$ cat src/hdl/fif_pkg.sv
package fif_pkg;

   localparam int DEPTH    = 16;
   localparam int HANDLE_W = 32;
   localparam int CNT_W    = $clog2(DEPTH + 1);
   localparam int IDX_W    = (DEPTH > 1) ? $clog2(DEPTH) : 1;
   localparam int KIND_W   = 2;
   localparam int RSP_W    = ((HANDLE_W + CNT_W + 7) / 8) * 8;

   typedef enum logic [KIND_W-1:0] {
      REQ_ENQ = 2'd0,
      REQ_DEQ = 2'd1,
      REQ_DEL = 2'd2
   } req_kind_type;

   // per-request control broadcast to every cell, already qualified
   typedef struct packed {
      logic                enq;     // accepted enqueue that will succeed
      logic                deq;     // accepted dequeue on a non-empty queue
      logic                del;     // accepted delete with a nonzero handle
      logic [HANDLE_W-1:0] handle;
      logic [CNT_W-1:0]    count;
   } cell_ctrl_type;

endpackage

$ cat src/hdl/fif_cell.sv
module fif_cell (
   input  logic                           clock,
   input  fif_pkg::cell_ctrl_type         ctrl,
   input  logic [fif_pkg::IDX_W-1:0]      idx,
   input  logic [fif_pkg::HANDLE_W-1:0]   next_entry,
   input  logic                           hit_in,
   output logic                           hit_out,
   output logic [fif_pkg::HANDLE_W-1:0]   entry
);

   logic [fif_pkg::HANDLE_W-1:0] entry_ff;
   logic [fif_pkg::HANDLE_W-1:0] entry_in;
   logic [fif_pkg::CNT_W-1:0]    pos;
   logic                         held;
   logic                         match;

   assign pos     = fif_pkg::CNT_W'(idx);
   assign held    = pos < ctrl.count;
   assign match   = ctrl.del && held && (entry_ff == ctrl.handle);
   // set from the first matching cell toward the tail
   assign hit_out = hit_in | match;
   assign entry   = entry_ff;

   always_comb begin
      entry_in = entry_ff;
      priority if (ctrl.deq || (ctrl.del && hit_out)) begin
         entry_in = next_entry;
      end else if (ctrl.enq && (pos == ctrl.count)) begin
         entry_in = ctrl.handle;
      end
   end

   always_ff @(posedge clock) begin
      entry_ff <= entry_in;
   end

endmodule

$ cat src/hdl/fifo_with_delete_by_handle.sv
// channel  direction  tdata                           tuser
// req_     in         handle[31:0]                    req_type[1:0]
// rsp_     out        out_handle[31:0], length[36:32]  status[0]
// one request per cycle: compare, compaction and append finish in the cell row in the
// accepting cycle, and the result sits in the output register the cycle after.
// req_tready follows only the output register and rsp_tready, so a request is taken
// while a result is being handed off; a stalled result holds the request side.
// reset empties the queue at once; no clearing pass over the cells.
module fifo_with_delete_by_handle (
   input  logic                            clock,
   input  logic                            reset,
   input  logic                            req_tvalid,
   output logic                            req_tready,
   input  logic [fif_pkg::HANDLE_W-1:0]    req_tdata,   // handle
   input  logic [fif_pkg::KIND_W-1:0]      req_tuser,   // req_type
   output logic                            rsp_tvalid,
   input  logic                            rsp_tready,
   output logic [fif_pkg::RSP_W-1:0]       rsp_tdata,   // out_handle, length
   output logic                            rsp_tuser    // status
);

   logic                          rsp_valid_ff, rsp_valid_in;
   logic [fif_pkg::RSP_W-1:0]     rsp_data_ff, rsp_data_in;
   logic                          rsp_status_ff, rsp_status_in;
   logic [fif_pkg::CNT_W-1:0]     count_ff, count_in;
   logic                          fire;
   logic                          handle_ok;
   logic                          status;
   logic [fif_pkg::HANDLE_W-1:0]  out_handle;
   fif_pkg::cell_ctrl_type        ctrl;
   logic [fif_pkg::HANDLE_W-1:0]  entries [fif_pkg::DEPTH];
   logic [fif_pkg::DEPTH:0]       hits;

   assign req_tready = !rsp_valid_ff || rsp_tready;
   assign fire       = req_tvalid && req_tready;
   assign handle_ok  = req_tdata != '0;
   assign hits[0]    = 1'b0;

   always_comb begin
      ctrl        = '0;
      ctrl.handle = req_tdata;
      ctrl.count  = count_ff;
      unique case (req_tuser)
         fif_pkg::REQ_ENQ: ctrl.enq = fire && handle_ok &&
                                      (count_ff < fif_pkg::CNT_W'(fif_pkg::DEPTH));
         fif_pkg::REQ_DEQ: ctrl.deq = fire && (count_ff != '0);
         fif_pkg::REQ_DEL: ctrl.del = fire && handle_ok;
         default: ;
      endcase
   end

   for (genvar i = 0; i < fif_pkg::DEPTH; i++) begin : g_cell
      logic [fif_pkg::HANDLE_W-1:0] nxt;
      if (i == fif_pkg::DEPTH - 1) begin : g_tail
         assign nxt = entries[i];
      end else begin : g_mid
         assign nxt = entries[i+1];
      end
      fif_cell u_cell (
         .clock      (clock),
         .ctrl       (ctrl),
         .idx        (fif_pkg::IDX_W'(i)),
         .next_entry (nxt),
         .hit_in     (hits[i]),
         .hit_out    (hits[i+1]),
         .entry      (entries[i])
      );
   end

   always_comb begin
      status     = 1'b1;
      out_handle = '0;
      count_in   = count_ff;
      if (ctrl.enq) begin
         status   = 1'b0;
         count_in = count_ff + 1'b1;
      end else if (ctrl.deq) begin
         status     = 1'b0;
         out_handle = entries[0];
         count_in   = count_ff - 1'b1;
      end else if (ctrl.del && hits[fif_pkg::DEPTH]) begin
         status   = 1'b0;
         count_in = count_ff - 1'b1;
      end

      rsp_valid_in  = rsp_valid_ff && !rsp_tready;
      rsp_data_in   = rsp_data_ff;
      rsp_status_in = rsp_status_ff;
      if (fire) begin
         rsp_valid_in  = 1'b1;
         rsp_data_in   = fif_pkg::RSP_W'({count_in, out_handle});
         rsp_status_in = status;
      end
   end

   always_ff @(posedge clock) begin
      if (reset) begin
         rsp_valid_ff <= 1'b0;
         count_ff     <= '0;
      end else begin
         rsp_valid_ff <= rsp_valid_in;
         count_ff     <= count_in;
      end
   end

   always_ff @(posedge clock) begin
      rsp_data_ff   <= rsp_data_in;
      rsp_status_ff <= rsp_status_in;
   end

   assign rsp_tvalid = rsp_valid_ff;
   assign rsp_tdata  = rsp_data_ff;
   assign rsp_tuser  = rsp_status_ff;

endmodule

$ cat config.mk
export PLATFORM = sky130hd
export DESIGN_NAME = fifo_with_delete_by_handle
export DESIGN_NICKNAME = d
export VERILOG_FILES = /design/src/hdl/fif_pkg.sv /design/src/hdl/fif_cell.sv /design/src/hdl/fifo_with_delete_by_handle.sv
export SDC_FILE = /design/constraint.sdc
export NUM_CORES = 1
export LEC_CHECK = 0
export BUFFER_PORTS_ARGS = -buffer_cell sky130_fd_sc_hd__buf_2
export CORE_UTILIZATION = 49
export CTS_BUF_LIST = sky130_fd_sc_hd__clkbuf_8
export CTS_CLUSTER_DIAMETER = 60
export DETAILED_ROUTE_END_ITERATION = 7
export PLACE_DENSITY = 0.68
export SYNTH_ARGS = -nofsm -noshare
export SYNTH_HDL_FRONTEND = slang
export SYNTH_SLANG_ARGS = --single-unit
$ cat constraint.sdc
create_clock -name clock -period 6.1 [get_ports clock]
set_clock_uncertainty 0.1 [all_clocks]
set_input_delay 0.305 -clock clock [delete_from_list [all_inputs] [get_ports clock]]
set_output_delay 0.305 -clock clock [all_outputs]
set_load 0.01 [all_outputs]
==> flow_summary.json <==
{
  "status": "finished, violations left",
  "violations": "DRC",
  "power_density_mw_per_mm2": 260.2,
  "drv_cap": 0,
  "rsz0062_at_grt": "false",
  "setup_viol": 0,
  "cts_tree": "done",
  "die_area_mm2": 0.06237,
  "worstHoldPathCells": 2,
  "finalSetupTns_ps": 0,
  "drtIter0Drc": 1865,
  "critPathRequiredTime_ps": 6430,
  "fin_area_mm2": 0.03281,
  "crit_slowest_cell": "and3_4",
  "drive_gt1_frac": 0.2868,
  "critical_path_arrival_ps": 5160,
  "cts_root_buf": "clkbuf_8",
  "syn2layout_area_growth_pct": 9.107,
  "dp_hpwl_mm": 59.73,
  "syn_area_mm2": 0.03007,
  "ant_nets": 0,
  "clock_path_buffers": 3,
  "initial_utilization": 0.4973,
  "worstMarginPinSlew_ps": 1013,
  "cp_slowest_stage_delay_ps": 670,
  "period_share": 0.7923,
  "cpMostUsedCell": "buf_4",
  "syn-instance-count": 2162,
  "grt.overflow.total": 0,
  "drt_first_pass_iters": 8,
  "synth_edf_count": 550,
  "grtUsageTotal": 0.2784,
  "worst-path-stages": 10,
  "wirelength_mm": 87.19,
  "ir_worst_vdd_v": 0.0002003,
  "vias_per_cell": 5.902,
  "num_vias": 18230,
  "path_class": "reg2reg",
  "die_y_um": 249.7,
  "p_leak_nw": 11.49,
  "grt_pass1_vias": 18410,
  "drc": 3,
  "grt_max_degree": 39,
  "clk_pin_slew_worst_paths_ps": 70,
  "gp_congestion": 0.9249,
  "coreArea_mm2": 0.06047,
  "post-cts-setup-buffers": 0,
  "hold_violations": 0,
  "crit_path_end_kind": "flop",
  "ys.flop_type": "edfxtp_1",
  "antenna_found_initial": 6,
  "fin_nets": 2274,
  "htree_levels": 3,
  "cp_max_fo": 38,
  "place_area_mm2": 0.03104,
  "cts.sinks": 556,
  "die_w_um": 249.7,
  "clock.fmax_mhz": 206.9,
  "async_flop_share": 0,
  "hp-class": "in2reg",
  "port_buffers": 77,
  "ios": 81,
  "ys_types": 67,
  "num_rows": 90,
  "synth-seq-area-share": 0.5532,
  "crit_buf_inv": 2,
  "postCtsResizedCells": 0,
  "clock_latency_ps": 700,
  "reg2regPathDepth": 10,
  "ys_ff_latch": 556,
  "slew_violations": 0,
  "maxSlewHeadroom": 0.3249,
  "cts_made_buffers": 95,
  "yosys_warnings": 0,
  "post_drt_wl_per_cell_um": 28.23,
  "grt_first_pass_wirelength_mm": 126.3,
  "crit_family": "simple AND/OR/NAND/NOR gates",
  "crit_chain": "or2_1, nor2_2, a211oi_2, buf_4, a31oi_1, and3_4, nand3_4, nand2b_1, buf_4, mux2_1",
  "postSynthAreaPerCell_um2": 13.91,
  "fin_crit_ps": 4833,
  "start_kind": "flop"
}
## layout make-up
class	instances	area, um^2
timing repair buffer	169	1131
sequential	556	16640
multi-input combinational	1401	12330
clock buffer	95	1308
fill	4955	27660
clock inverter	76	391.6
inverter	8	30.03
tap	782	978.4
antenna	2	5.005
## where the power goes
| part | leakage, nW | total, mW | switching, mW | internal [mW] |
|---|---|---|---|---|
| Clock | 0.993 | 3.11 | 1.57 | 1.54 |
| Sequential | 5.06 | 4.44 | 0.0867 | 4.36 |
| Combinational | 5.44 | 0.984 | 0.594 | 0.390 |
| Total | 11.5 | 8.54 | 2.25 | 6.29 |
## Yosys cell counts, drive strengths merged, types with 2 or more instances
| cell | number | share of area |
|---|---|---|
| xor2 | 360 | 0.10 |
| nor3 | 17 | 0.0034 |
| or2 | 2 | 0.00042 |
| o311a | 2 | 0.00067 |
| buf | 140 | 0.031 |
| a31o | 4 | 0.0012 |
| dfxtp | 6 | 0.0040 |
| a21oi | 10 | 0.0023 |
| nand4 | 58 | 0.012 |
| or4 | 3 | 0.00075 |
| nand2 | 113 | 0.015 |
| or3 | 4 | 0.0012 |
| xnor2 | 152 | 0.044 |
| nand3 | 18 | 0.0036 |
| and2 | 37 | 0.0077 |
| ha | 5 | 0.0021 |
| and4 | 2 | 0.00067 |
| a21o | 3 | 0.00079 |
| nor4 | 103 | 0.022 |
| inv | 8 | 0.0010 |
| edfxtp | 550 | 0.55 |
| mux2i | 2 | 0.00067 |
| nor2 | 14 | 0.0019 |
| and3 | 4 | 0.0010 |
| a31oi | 3 | 0.00083 |
| clkbuf | 59 | 0.0074 |
| o21ai | 7 | 0.0019 |
| o21a | 3 | 0.00075 |
| nand2b | 4 | 0.00083 |
| a2111oi | 3 | 0.0013 |
| mux2 | 448 | 0.17 |
| a211oi | 4 | 0.0010 |
| o31ai | 2 | 0.00050 |
## layer usage
layer,track usage,vias up,wire [um]
met1,0.3713,9184,36310
met5,0,-,30
met3,0.08229,166,8209
met2,0.4329,857,39890
li1,-,8019,-
met4,0.09436,6,2754
## flip-flops by register name, summed over array words and instances (netlist names)
register,flops
count_ff,5
rsp_tuser,1
rsp_tvalid,1
rsp_tdata,37
g_cell.u_cell.entry,512
## kinds of logic (layout without fill, tap and decap cells)
logic type / after synthesis / after routing / synth area share
xor gates and xnor gates: 512 / 512 / 0.1491
and+or+nand+nor: 382 / 382 / 0.07052
adders and majority gates: 5 / 5 / 0.002080
AOI/OAI and AO/OA: 49 / 49 / 0.01352
muxes: 450 / 450 / 0.1720
DFF: 556 / 556 / 0.5532
buffers and inverters: 207 / 348 / 0.03944
other: 1 / 5 / 0.0001247
## metrics by stage
stage               setup WS, ps    util  power, mW  std cells  hold slack, ps
finish                      1267  0.5426      8.539       3089           81.95
global route                1101  0.5426      8.801       3089           50.93
CTS                         1345  0.5425      8.565       3087           38.33
detailed placement          1217  0.5133      5.481       2909           457.0
global placement            1238  0.5133      5.472       2909           433.5
floorplan                  291.2       -      5.167       2164           274.1
## timing repair
item / 4_1_cts / 5_1_grt
hold buffers: 7 / 0
endpoints found under the hold margin: 10 / 0
setup endpoints to repair: 0 / 0
## placed cells by master (no fill, tap or decap), drive strengths merged, types with 7 or more instances in the layout
cell         Yosys  routed
mux2           448     448
nand3           18      18
xor2           360     360
a21oi           10      10
xnor2          152     152
buf            140     162
nand4           58      58
nor2            14      14
nand2          113     113
edfxtp         550     550
clkbuf          59      95
clkinv           0      34
and2            37      37
nor3            17      17
o21ai            7       7
dlygate4sd3      0       7
inv              8      45
nor4           103     103
## path summary, 6_finish.rpt
path	from	endpoint	slack (ps)
worst max-delay path	count_ff[3]	g_cell[14].u_cell.entry[18]	1270
worst min-delay path	req_tdata[0]	g_cell[1].u_cell.entry[0]	80
worst max register to register	count_ff[3]	g_cell[14].u_cell.entry[18]	1270
worst min register to register	g_cell[6].u_cell.entry[3]	g_cell[5].u_cell.entry[3]	470
(Power assumes the default switching activity.)
